[config.mk]
export PLATFORM = sky130hd
export DESIGN_NAME = loop_detector_snap_trigger
export DESIGN_NICKNAME = d
export VERILOG_FILES = /design/src/hdl/lds_pkg.sv /design/src/hdl/loop_detector_snap_trigger.sv
export VERILOG_INCLUDE_DIRS = /design/src /design/src/hdl
export SDC_FILE = /design/constraint.sdc
export NUM_CORES = 2
export LEC_CHECK = 0
export BUFFER_PORTS_ARGS = -buffer_cell sky130_fd_sc_hd__buf_2
export CORE_AREA = 4 4 262 264
export DETAILED_ROUTE_END_ITERATION = 8
export DIE_AREA = 0 0 266 268
export GPL_TIMING_DRIVEN = 0
export PLACE_DENSITY_LB_ADDON = 0.15
export RECOVER_POWER = 25
export SLEW_MARGIN = 10
export SYNTH_ARGS = -nofsm -noshare
export SYNTH_HDL_FRONTEND = slang
export SYNTH_SLANG_ARGS = --single-unit
[constraint.sdc]
create_clock -name i_clk -period 13.7 [get_ports i_clk]
set_input_delay 0.685 -clock i_clk [delete_from_list [all_inputs] [get_ports i_clk]]
set_output_delay 0.685 -clock i_clk [all_outputs]
set_load 0.05 [all_outputs]
[src/hdl/loop_detector_snap_trigger_macros.svh]
// Assertion macros shared by the loop detector snapshot trigger RTL.
// Each macro expects a clock named i_clk and an active-low reset named i_rst_n in scope.
`ifndef LOOP_DETECTOR_SNAP_TRIGGER_MACROS_SVH
`define LOOP_DETECTOR_SNAP_TRIGGER_MACROS_SVH

// Checks a property on every rising clock edge outside reset.
`define ASSERT_CLK(label, prop, msg) \
    label: assert property (@(posedge i_clk) disable iff (!i_rst_n) (prop)) \
        else $error(msg);

// Checks that a condition never holds on a rising clock edge outside reset.
`define ASSERT_NEVER(label, cond, msg) \
    label: assert property (@(posedge i_clk) disable iff (!i_rst_n) !(cond)) \
        else $error(msg);

`endif

[src/hdl/lds_pkg.sv]
// Package for the loop detector snapshot trigger: sequencer states, field codes,
// register indexes and the result record. It depends on nothing else.
`timescale 1ns / 1ps
`default_nettype none

package lds_pkg;

    typedef enum logic [2:0] {
        S_IDLE,
        S_EVAL,
        S_DIV,
        S_MUL,
        S_FIN
    } t_state;

    localparam logic [2:0] REG_LANE_COUNT    = 3'd0;
    localparam logic [2:0] REG_CHANNEL_IDS   = 3'd1;
    localparam logic [2:0] REG_COIL_DISTANCE = 3'd2;
    localparam logic [2:0] REG_COIL_LENGTH   = 3'd3;
    localparam logic [2:0] REG_MODE          = 3'd4;
    localparam logic [2:0] REG_SINGLE_BEHIND = 3'd5;
    localparam logic [2:0] REG_SNAP_ON_LEAVE = 3'd6;

    localparam logic [1:0] ST_OK         = 2'd0;
    localparam logic [1:0] ST_CHAN_RANGE = 2'd1;
    localparam logic [1:0] ST_NO_LANE    = 2'd2;
    localparam logic [1:0] ST_BAD_COIL   = 2'd3;

    localparam logic [1:0] POS_FRONT  = 2'd0;
    localparam logic [1:0] POS_BEHIND = 2'd1;

    localparam logic [1:0] EDGE_ENTER = 2'd0;
    localparam logic [1:0] EDGE_LEAVE = 2'd1;

    localparam logic [1:0] DIR_FWD  = 2'd0;
    localparam logic [1:0] DIR_REV  = 2'd1;
    localparam logic [1:0] DIR_NONE = 2'd2;

    localparam logic [1:0] MODE_SINGLE_NOSPD = 2'd1;
    localparam logic [1:0] MODE_SINGLE_SPD   = 2'd2;

    localparam logic [1:0] STEP_NONE  = 2'd0;
    localparam logic [1:0] STEP_FIRST = 2'd1;
    localparam logic [1:0] STEP_SECOND = 2'd2;

    localparam logic [15:0] SPEED_SCALE  = 16'd36;
    localparam logic [15:0] ZERO_DIFF_MS = 16'd1000;

    localparam int DIV_STEPS = 32;
    localparam int CNT_W     = $clog2(DIV_STEPS);

    typedef struct packed {
        logic [1:0]  status;
        logic [1:0]  sdir;
        logic [31:0] info;
        logic [1:0]  step;
        logic [1:0]  lane;
        logic [7:0]  port;
        logic        snap;
    } t_result;

endpackage

`default_nettype wire

[src/hdl/loop_detector_snap_trigger.sv]
// Snapshot trigger for inductive-loop detector events, built on one shared divider.
// Depends on lds_pkg and loop_detector_snap_trigger_macros.svh.
// A request goes through S_EVAL and S_FIN; a dual-coil speed adds the 32-step divider
// (S_DIV), a single-coil speed S_DIV, S_MUL and S_DIV again. A new request is taken only
// in S_IDLE, once S_FIN has passed the last result to a free output register.
// Synchronous active-low reset restores the register defaults and clears the timing state.
`timescale 1ns / 1ps
`default_nettype none
`include "loop_detector_snap_trigger_macros.svh"

module loop_detector_snap_trigger #(
    parameter int unsigned LANES = 4
) (
    input  wire logic        i_clk,
    input  wire logic        i_rst_n,
    // tdata from bit 0: port_id[8], detector_channel[4], coil_position[2], coil_event[2],
    // travel_direction[2], timestamp_ms[16], zero fill[6].
    input  wire logic        s_axis_tvalid,
    output logic             s_axis_tready,
    input  wire logic [39:0] s_axis_tdata,
    // tdata from bit 0: snap_request[1], snap_port[8], snap_lane[2], snap_step[2],
    // car_info[32], snap_direction[2], status[2], zero fill[7].
    output logic             m_axis_tvalid,
    input  wire logic        m_axis_tready,
    output logic [55:0]      m_axis_tdata,
    input  wire logic        i_cfg_valid,
    output logic             o_cfg_ready,
    input  wire logic [2:0]  i_cfg_index,
    input  wire logic [63:0] i_cfg_data
);
    import lds_pkg::*;

    localparam logic [2:0]       LaneLimit = 3'(LANES);
    localparam logic [CNT_W-1:0] DivLast   = CNT_W'(DIV_STEPS - 1);

    t_state r_state, n_state;

    logic [2:0]  r_lane_count;
    logic [15:0] r_chan_ids;
    logic [63:0] r_dist;
    logic [63:0] r_clen;
    logic [7:0]  r_mode;
    logic [3:0]  r_behind;
    logic [3:0]  r_onleave;

    logic [7:0]  r_port;
    logic [3:0]  r_chan;
    logic [1:0]  r_pos;
    logic [1:0]  r_edge;
    logic [1:0]  r_dir;
    logic [15:0] r_now;

    logic [15:0] r_fe_time;
    logic [15:0] r_fl_time;
    logic [31:0] r_speed;
    logic [31:0] r_len;

    logic [1:0]  r_lane;
    logic [1:0]  r_status;
    logic        r_snap;
    logic [1:0]  r_step;
    logic [1:0]  r_sdir;
    logic        r_single;
    logic        r_with_speed;
    logic        r_div_used;
    logic        r_pass;
    logic [15:0] r_span;
    logic [15:0] r_clen_sel;

    logic [15:0]      r_rem;
    logic [31:0]      r_quo;
    logic [15:0]      r_dvs;
    logic [CNT_W-1:0] r_cnt;

    t_result r_out;
    logic    r_out_valid;

    logic        in_accept;
    logic        out_free;
    logic [2:0]  c_cnt_eff;
    logic        c_found;
    logic [1:0]  c_lane;
    logic        c_chan_ok;
    logic [1:0]  c_mode;
    logic        c_behind;
    logic        c_onleave;
    logic [15:0] c_dist;
    logic        c_single;
    logic [1:0]  c_status;
    logic        c_snap;
    logic [1:0]  c_step;
    logic [1:0]  c_sdir;
    logic        c_need_div;
    logic        c_latch_fe;
    logic        c_latch_fl;
    logic        c_clear;
    logic [15:0] c_diff;
    logic [15:0] c_divisor;
    logic [31:0] c_dividend;
    logic [16:0] d_rem_sh;
    logic        d_ge;
    logic [16:0] d_rem_nx;
    logic [31:0] m_product;
    logic [31:0] f_len;
    logic [31:0] f_info;
    t_result     f_res;

    assign in_accept     = s_axis_tvalid && s_axis_tready;
    assign s_axis_tready = (r_state == S_IDLE);
    assign out_free      = !r_out_valid || m_axis_tready;
    assign o_cfg_ready   = 1'b1;
    assign m_axis_tvalid = r_out_valid;
    assign m_axis_tdata  = {7'b0, r_out};

    always_ff @(posedge i_clk) begin
        if (!i_rst_n) begin
            r_lane_count <= 3'd4;
            r_chan_ids   <= 16'd12816;
            r_dist       <= '0;
            r_clen       <= '0;
            r_mode       <= '0;
            r_behind     <= '0;
            r_onleave    <= '0;
        end else if (i_cfg_valid && o_cfg_ready) begin
            unique case (i_cfg_index)
                REG_LANE_COUNT:    r_lane_count <= i_cfg_data[2:0];
                REG_CHANNEL_IDS:   r_chan_ids   <= i_cfg_data[15:0];
                REG_COIL_DISTANCE: r_dist       <= i_cfg_data;
                REG_COIL_LENGTH:   r_clen       <= i_cfg_data;
                REG_MODE:          r_mode       <= i_cfg_data[7:0];
                REG_SINGLE_BEHIND: r_behind     <= i_cfg_data[3:0];
                REG_SNAP_ON_LEAVE: r_onleave    <= i_cfg_data[3:0];
                default: begin
                end
            endcase
        end
    end

    always_comb begin
        c_cnt_eff = (r_lane_count > LaneLimit) ? LaneLimit : r_lane_count;
        c_found   = 1'b0;
        c_lane    = '0;
        for (int i = 0; i < LANES; i++) begin
            if (!c_found && (3'(i) < c_cnt_eff) && (r_chan_ids[4*i +: 4] == r_chan)) begin
                c_found = 1'b1;
                c_lane  = 2'(i);
            end
        end
        c_chan_ok = ({1'b0, r_chan} < 5'(LANES));
        c_mode    = r_mode[2*c_lane +: 2];
        c_behind  = r_behind[c_lane];
        c_onleave = r_onleave[c_lane];
        c_dist    = r_dist[16*c_lane +: 16];
        c_single  = (c_mode == MODE_SINGLE_NOSPD) || (c_mode == MODE_SINGLE_SPD);

        c_diff     = r_now - r_fe_time;
        c_divisor  = (c_diff == '0) ? ZERO_DIFF_MS : c_diff;
        c_dividend = 32'(c_dist) * 32'(SPEED_SCALE);

        c_status   = ST_OK;
        c_snap     = 1'b0;
        c_step     = STEP_NONE;
        c_sdir     = DIR_FWD;
        c_need_div = 1'b0;
        c_latch_fe = 1'b0;
        c_latch_fl = 1'b0;
        c_clear    = 1'b0;

        if (!c_chan_ok) begin
            c_status = ST_CHAN_RANGE;
        end else if (!c_found) begin
            c_status = ST_NO_LANE;
        end else if (c_single) begin
            if (r_pos == POS_FRONT && r_edge == EDGE_ENTER) begin
                c_clear    = 1'b1;
                c_latch_fe = 1'b1;
                c_snap     = !c_behind && !c_onleave;
            end else if (r_pos == POS_FRONT && r_edge == EDGE_LEAVE) begin
                c_latch_fl = 1'b1;
                c_snap     = !c_behind && c_onleave;
            end else if (r_pos == POS_BEHIND && r_edge == EDGE_ENTER) begin
                c_need_div = 1'b1;
                c_snap     = c_behind && !c_onleave;
            end else if (r_pos == POS_BEHIND && r_edge == EDGE_LEAVE) begin
                c_snap     = c_behind && c_onleave;
            end
            if (c_snap) begin
                c_step = STEP_FIRST;
                c_sdir = DIR_NONE;
            end
        end else if (r_dir == DIR_FWD) begin
            if (r_pos == POS_FRONT) begin
                if (r_edge == EDGE_ENTER) begin
                    c_snap     = 1'b1;
                    c_step     = STEP_FIRST;
                    c_latch_fe = 1'b1;
                end
            end else if (r_pos == POS_BEHIND) begin
                if (r_edge == EDGE_ENTER) begin
                    c_snap     = 1'b1;
                    c_step     = STEP_SECOND;
                    c_need_div = 1'b1;
                end
            end else begin
                c_status = ST_BAD_COIL;
            end
        end else if (r_dir == DIR_REV) begin
            if (r_pos == POS_BEHIND || r_pos == POS_FRONT) begin
                if (r_edge == EDGE_ENTER) begin
                    c_snap = 1'b1;
                    c_step = (r_pos == POS_BEHIND) ? STEP_FIRST : STEP_SECOND;
                    c_sdir = DIR_REV;
                end
            end else begin
                c_status = ST_BAD_COIL;
            end
        end
    end

    always_comb begin
        d_rem_sh  = {r_rem, r_quo[31]};
        d_ge      = (d_rem_sh >= {1'b0, r_dvs});
        d_rem_nx  = d_ge ? (d_rem_sh - {1'b0, r_dvs}) : d_rem_sh;
        m_product = 32'(r_quo * {16'b0, r_span});
    end

    always_comb begin
        f_len  = (r_single && r_div_used) ? (r_quo - {16'b0, r_clen_sel}) : r_len;
        f_info = '0;
        if (r_single) begin
            if (r_with_speed) begin
                f_info = {f_len[15:0], 16'b0} | r_speed;
            end
        end else if (r_div_used) begin
            f_info = r_quo;
        end
        f_res.snap   = r_snap;
        f_res.port   = r_snap ? r_port : '0;
        f_res.lane   = r_snap ? r_lane : '0;
        f_res.step   = r_snap ? r_step : '0;
        f_res.info   = r_snap ? f_info : '0;
        f_res.sdir   = r_snap ? r_sdir : '0;
        f_res.status = r_status;
    end

    always_ff @(posedge i_clk) begin
        if (!i_rst_n) begin
            r_state <= S_IDLE;
        end else begin
            r_state <= n_state;
        end
    end

    always_comb begin
        n_state = r_state;
        unique case (r_state)
            S_IDLE: begin
                if (in_accept) begin
                    n_state = S_EVAL;
                end
            end
            S_EVAL: begin
                n_state = c_need_div ? S_DIV : S_FIN;
            end
            S_DIV: begin
                if (r_cnt == DivLast) begin
                    n_state = (r_single && !r_pass) ? S_MUL : S_FIN;
                end
            end
            S_MUL: begin
                n_state = S_DIV;
            end
            S_FIN: begin
                if (out_free) begin
                    n_state = S_IDLE;
                end
            end
            default: n_state = S_IDLE;
        endcase
    end

    always_ff @(posedge i_clk) begin
        if (in_accept) begin
            r_port <= s_axis_tdata[7:0];
            r_chan <= s_axis_tdata[11:8];
            r_pos  <= s_axis_tdata[13:12];
            r_edge <= s_axis_tdata[15:14];
            r_dir  <= s_axis_tdata[17:16];
            r_now  <= s_axis_tdata[33:18];
        end
        if (r_state == S_EVAL) begin
            r_lane       <= c_lane;
            r_status     <= c_status;
            r_snap       <= c_snap;
            r_step       <= c_step;
            r_sdir       <= c_sdir;
            r_single     <= c_single;
            r_with_speed <= (c_mode == MODE_SINGLE_SPD);
            r_div_used   <= c_need_div && c_chan_ok && c_found;
            r_span       <= r_fl_time - r_fe_time;
            r_clen_sel   <= r_clen[16*c_lane +: 16];
            r_rem        <= '0;
            r_quo        <= c_dividend;
            r_dvs        <= c_divisor;
        end else if (r_state == S_DIV) begin
            r_rem <= d_rem_nx[15:0];
            r_quo <= {r_quo[30:0], d_ge};
        end else if (r_state == S_MUL) begin
            r_rem <= '0;
            r_quo <= m_product;
            r_dvs <= SPEED_SCALE;
        end
    end

    always_ff @(posedge i_clk) begin
        if (!i_rst_n) begin
            r_cnt  <= '0;
            r_pass <= 1'b0;
        end else begin
            if (r_state == S_DIV) begin
                r_cnt <= r_cnt + 1'b1;
            end else begin
                r_cnt <= '0;
            end
            if (r_state == S_EVAL) begin
                r_pass <= 1'b0;
            end else if (r_state == S_MUL) begin
                r_pass <= 1'b1;
            end
        end
    end

    always_ff @(posedge i_clk) begin
        if (!i_rst_n) begin
            r_fe_time <= '0;
            r_fl_time <= '0;
            r_speed   <= '0;
            r_len     <= '0;
        end else begin
            if (r_state == S_EVAL && c_chan_ok && c_found) begin
                if (c_latch_fe) begin
                    r_fe_time <= r_now;
                end
                if (c_latch_fl) begin
                    r_fl_time <= r_now;
                end
                if (c_clear) begin
                    r_speed <= '0;
                    r_len   <= '0;
                end
            end
            if (r_state == S_MUL) begin
                r_speed <= r_quo;
            end
            if (r_state == S_FIN && out_free) begin
                r_len <= f_len;
            end
        end
    end

    always_ff @(posedge i_clk) begin
        if (!i_rst_n) begin
            r_out_valid <= 1'b0;
        end else if (r_state == S_FIN && out_free) begin
            r_out_valid <= 1'b1;
        end else if (m_axis_tready) begin
            r_out_valid <= 1'b0;
        end
    end

    always_ff @(posedge i_clk) begin
        if (r_state == S_FIN && out_free) begin
            r_out <= f_res;
        end
    end

    `ASSERT_CLK(a_accept_to_eval, in_accept |=> r_state == S_EVAL,
        "accepted request did not enter evaluation")
    `ASSERT_CLK(a_nosnap_quiet,
        r_out_valid && !r_out.snap |-> r_out.port == '0 && r_out.info == '0 && r_out.step == '0,
        "result without snapshot carries payload")
    `ASSERT_NEVER(a_error_no_snap, r_out_valid && r_out.status != ST_OK && r_out.snap,
        "snapshot raised together with an error status")
    `ASSERT_CLK(a_div_exit,
        r_state == S_DIV && r_cnt == DivLast |=> r_state == S_MUL || r_state == S_FIN,
        "divider finished without leaving the divide state")

endmodule

`default_nettype wire
* Yosys cells after proc, flatten, opt, wreduce, memory -nomap -nowiden
Index checks and enable logic that the tools add are counted.
** Word-level totals
- Bits in registers :: 444
- Bits in latches :: 0
- RAM bits :: 0
- Bits in read-only memories :: 0
- Output and inout port bits :: 59
- Logic and storage cells :: 246
- Memories :: 0
** Cells by class
- Add/subtract/negate cells :: 5
- Multipliers :: 2
- Divide/modulo/power cells :: 0
- Magnitude comparators :: 8
- Equal/unequal tests :: 24
- Shifts and indexed selects :: 3
- Muxes and demuxes :: 97
- Bitwise operators :: 2
- Reduce and logical (&&, ||, !) cells :: 63
** Operators by type and width (count)
- $mux 32 :: 8
- $mux 16 :: 9
- $shiftx 64x7->16 :: 2
- $sub 16x16->16 :: 4
- $mux 1 :: 50
- $mux 2 :: 20
- $mul 32x16->32 :: 1
- $or 32x32->32 :: 1
- $reduce_and 2->1 :: 14
- $logic_and 1x1->1 :: 23
- $mux 22 :: 1
- $mul 16x4->20 const B :: 1
- $mux 3 :: 6
- $ge 17x16->1 :: 1
- $eq 4x4->1 :: 4
- $logic_not 16->1 :: 1
- $pmux 3 s5 :: 1
- $reduce_bool 2->1 :: 7
- $eq 3x2->1 const B :: 4
- $eq 3x3->1 const B :: 4
- $eq 2x1->1 const B :: 4
- $shiftx 8x4->2 :: 1
- $logic_not 1->1 :: 7
- $eq 3x1->1 const B :: 2
- 18 further kinds :: 28

* Depth between registers and ports, before layout
- Depth after elaboration :: 29
- Mapped depth :: 24
- Mapped depth without buffers :: 22

* Worst setup path before layout
OpenSTA, ideal clock, no wires.
- Path kind :: reg-to-reg
- From :: register r_quo[9]
- To :: register r_quo[29]
- Arrival :: 6.138 ns
- Data required time :: 13.574 ns
- Setup slack :: 7.436 ns
- Cell stages (with the launch flop) :: 22
- Path buffers :: 2
- Path through :: edfxtp_1 -> clkbuf_1 -> clkbuf_1 -> nand2_1 -> fa_1 -> inv_1 -> fa_1 -> fa_1 -> fa_1 -> fa_1 -> inv_1 -> fa_1 -> inv_1 -> ha_1 -> and3_1 -> a221o_1 -> a31o_1 -> or3_1 -> o221a_2 -> a31oi_1 -> xor2_1 -> o21ai_1
** On the way
- Cells in the longest elaborated chain, start to end :: 3
** RTL lines
- start: declaration :: line loop_detector_snap_trigger.sv:71 : logic [31:0] r_quo;
- start signal: assignment :: line loop_detector_snap_trigger.sv:303 : r_quo <= c_dividend;
- start signal: assignment :: line loop_detector_snap_trigger.sv:307 : r_quo <= {r_quo[30:0], d_ge};
- start signal: assignment :: line loop_detector_snap_trigger.sv:310 : r_quo <= m_product;
- $mul 32x16->32 :: line loop_detector_snap_trigger.sv:224 : m_product = 32'(r_quo * {16'b0, r_span});
- $mux 32 :: line loop_detector_snap_trigger.sv:308 : end else if (r_state == S_MUL) begin
- $mux 32 :: line loop_detector_snap_trigger.sv:305 : end else if (r_state == S_DIV) begin
No other way between the ends. The select of a mux whose other input is x is not followed.
A chain may end at the register's enable or synchronous reset.

* Worst setup path after layout
Same ends and word-level chain as after synthesis.

==> results_tabular.tex <==
\begin{tabular}{lr}
\hline
Metric & Value \\
\hline
\multicolumn{2}{l}{\textbf{Global route}} \\
Residual overflow from global routing & 0 \\
Met2 demand-to-capacity share in global routing & 0.4592 \\
Top Usage Layer GRT & met2 \\
Global-route usage over all layers & 0.2814 \\
Met3 Use GR & 0.04779 \\
Routing usage on met1 & 0.3818 \\
Vias in the first global route & 26510 \\
Number of antenna violations at the first check in global routing & 4 \\
First-pass GRT wire length & 155500 um \\
Maximum number of pins on one net before global-route repair & 38 \\
\multicolumn{2}{l}{\textbf{Clocking}} \\
Hold bufs inserted after CTS & 0 \\
Number of clock buffers inserted by TritonCTS & 51 \\
TritonCTS clock tree & yes \\
Quantity of gates resized following cts & 0 \\
Total setup buffers inserted after CTS & 0 \\
Clock tree buffer depth & 3 \\
Clock-pin slew reported for the worst setup and hold paths after clock tree synthesis & 60 ps \\
CTS H-tree lvls & 2 \\
Insertion delay of the later-clocked pin in the worst-skew pair & 640 ps \\
Clock sink total & 444 \\
Buffer cell driving the clock tree root & clkbuf\_16 \\
\multicolumn{2}{l}{\textbf{Timing}} \\
Setup repair after global routing missed its margin & false \\
Period utilization & 0.5847 \\
Final setup violation count & 0 \\
Max Slew Vio Count & 33 \\
Timing-limited maximum frequency & 124.8 MHz \\
Slew at the pin closest to its max-slew limit & 1912 ps \\
Final number of hold-violating endpoints & 0 \\
Shortest period the worst path allows & 8010 ps \\
Largest clock skew in the final design & 46.71 ps \\
Setup TNS & 0 ps \\
Headroom to the max-slew limit & -0.2747 \\
\multicolumn{2}{l}{\textbf{Flow run}} \\
Reported max-cap violation count & 1 \\
\multicolumn{2}{l}{\textbf{Finish}} \\
Layout area overhead & 10.77\% \\
Diodes inserted & 0 \\
Layout cells sized above 1 & 0.06112 \\
Layout Nets & 4509 \\
\multicolumn{2}{l}{\textbf{Route}} \\
Total wire length & 100800 um \\
Routed WL per cell & 20.79 um \\
Count of unresolved DRC violations after routing & 0 \\
Antenna Nets Post-Route & 0 \\
Vias & 26880 \\
Number of DRC violations after detailed-routing iteration 0 & 1968 \\
Average via count per standard cell & 5.543 \\
First-pass DRT Iterations & 9 \\
\multicolumn{2}{l}{\textbf{Critical path}} \\
Critical Path RT & 14160 ps \\
Crit path max fanout & 10 \\
Startpoint of the most critical register-to-register path & r\_quo[9] \\
Reg2Reg Setup Slack & 5690 ps \\
Kind of end point of the critical path & flop \\
Crit path launch type & flop \\
R2r worst-path depth & 20 \\
Worst flop-to-flop path endpoint & r\_quo[29] \\
Arrival time reported for the critical path endpoint & 8470 ps \\
Type of the worst setup path & flop to flop \\
\multicolumn{2}{l}{\textbf{Logic synthesis}} \\
Count of mapped cells out of synthesis & 3716 \\
Prevailing post-synth register cell & dfxtp\_1 \\
Post-synthesis area per instance & 9.038 um2 \\
Count of different cell masters after synthesis & 85 \\
Post-synthesis instance area & 0.03358 mm2 \\
Sequential share of the synthesized area & 0.3133 \\
Synth Register Bits & 444 \\
Proportion of register bits with asynchronous set or reset after synthesis & 0 \\
Count of flip-flops with a built-in enable after synthesis & 163 \\
Ys Warns & 0 \\
\multicolumn{2}{l}{\textbf{Min path}} \\
Hold Crit Endpoint & r\_edge[0] \\
Kind of path behind the tightest hold check & input port to flop \\
Hold Path Depth & 1 \\
Hold wc startpoint & s\_axis\_tdata[14] \\
\multicolumn{2}{l}{\textbf{Placement}} \\
Estimated wirelength of the detail-placed design & 79130 um \\
Count of input and output buffers & 155 \\
Final weighted congestion in routability-driven placement & 0.9346 \\
\multicolumn{2}{l}{\textbf{Die}} \\
Number of core rows & 95 \\
Die height & 268 um \\
Effective utilization at floorplan & 0.5045 \\
Die Width & 266 um \\
Placeable core region & 0.06656 mm2 \\
Boundary Pins & 171 \\
Area of the die & 0.07129 mm2 \\
\multicolumn{2}{l}{\textbf{Run status}} \\
Failing checks & capacitance limit, slew limit \\
Result of the run & complete, but fails checks \\
\hline
\end{tabular}
-- synth_stat cells (42+ instances only) --
master | n | area share
a211oi_1 | 52 | 0.012
nand3_1 | 45 | 0.0067
dfxtp_1 | 281 | 0.17
o21ai_0 | 90 | 0.013
a31oi_1 | 42 | 0.0078
nand2_1 | 706 | 0.079
inv_1 | 414 | 0.046
fa_1 | 309 | 0.18
a21oi_1 | 97 | 0.014
a21boi_0 | 154 | 0.034
a22oi_1 | 66 | 0.015
nor2_1 | 116 | 0.013
xnor2_1 | 86 | 0.022
ha_1 | 155 | 0.058
mux2i_1 | 75 | 0.022
clkbuf_1 | 193 | 0.022
and2_1 | 194 | 0.036
edfxtp_1 | 163 | 0.15
nor2b_1 | 102 | 0.019
-- how the worst max path moves through the flow --
stage | start | endpoint | slack, ps | depth (start not counted)
final | r_quo[9] | r_quo[29] | 5690 | 20
after detailed placement | r_quo[9] | r_quo[29] | 5760 | 20
after global routing | r_quo[15] | r_quo[29] | 5430 | 21
after CTS | r_quo[9] | r_quo[29] | 5680 | 20
after global placement | r_quo[12] | r_quo[22] | 5680 | 20
after floorplan | r_quo[9] | r_quo[29] | 7440 | 21
-- worst max-delay path: stages (launching register included) --
cell and delay (ps):
edfxtp_1 390, clkbuf_1 690, clkbuf_1 610, nand2_1 180
fa_1 560, inv_1 50, fa_1 480, fa_1 540
fa_1 540, fa_1 560, inv_1 60, fa_1 530
inv_1 60, ha_1 430, and3_1 250, nand2_1 100
a2111oi_1 990, o221a_2 440, a31oi_1 110, xor2_1 170
o21ai_1 80
-- routing by layer --
metal  vias to the layer above  routed length [um]
li1                      12580                   -
met1                     13130               42750
met2                       967               46560
met3                       197                7390
met4                         4                4105
met5                         -                  26
-- logic make-up after synthesis --
group / count (synthesis) / synth area share
flops: 444 / 0.3133
other cells: 2 / 0.0002236
compound gates: 652 / 0.1338
xor+xnor: 122 / 0.03182
buf+inv: 640 / 0.07354
fa+ha+maj: 464 / 0.2419
simple gates: 1314 / 0.1818
mux: 78 / 0.02369
-- per-stage QoR --
step | cell area (um2) | hold WS [ps] | setup slack (ps) | util | cells
2_1_floorplan | 33610 | 400.3 | 7436 | - | 3722
3_3_place_gp | 35470 | 432.0 | 5683 | 0.5329 | 4750
3_5_place_dp | 35540 | 426.4 | 5761 | 0.5339 | 4753
4_1_cts | 37280 | 209.4 | 5678 | 0.5601 | 4849
5_1_grt | 37200 | 218.6 | 5434 | 0.5589 | 4849
6_report | 37200 | 243.3 | 5690 | 0.5589 | 4849
-- layout by cell type, fill, tap and decap left out, types with 6 or more instances in the layout --
cell,n
and2_0,26
or3_1,12
nand2b_1,21
buf_2,122
a21oi_1,97
nor3_1,40
clkbuf_1,253
and3_1,27
a31oi_1,42
ha_1,155
a22oi_1,66
clkbuf_8,8
clkbuf_16,53
and2_1,183
conb_1,8
a21boi_0,154
o41ai_1,6
a21o_1,29
inv_1,414
xnor2_1,86
o211ai_1,7
buf_4,13
edfxtp_1,163
clkinv_2,13
a211oi_1,52
nand2_1,706
dfxtp_1,281
xor2_1,36
nor2b_1,102
nand4_1,11
o31ai_1,10
a32oi_1,6
o21a_1,17
mux2i_1,75
o21ai_0,90
nor2_1,116
nand3_1,45
fa_1,309
-- flip-flops by register name (all words and copies together), names as in the netlist, 5 cells and up --
signal and cells:
r_clen 64, r_dist 64, m_axis_tdata 49, r_quo 32
r_speed 32, r_chan_ids 16, r_clen_sel 16, r_dvs 16
r_fe_time 16, r_fl_time 16, r_len 16, r_now 16
r_rem 16, r_span 16, r_mode 8, r_port 8
r_cnt 5
-- area by class of cell --
| type | instances | area, um2 |
|---|---|---|
| plain buffers | 225 | 917.1 |
| multi-input cells | 2638 | 20620 |
| clock inverters | 26 | 269.0 |
| inverters | 415 | 1558 |
| well taps | 873 | 1092 |
| flip-flops and latches | 444 | 10520 |
| repair buffers | 158 | 758.2 |
| clock buffers | 70 | 1470 |
| fillers | 6216 | 29360 |
Power is left out: the tool's default activity adds up to more than one toggle a clock period on the data nets, which glitch-free logic cannot reach.
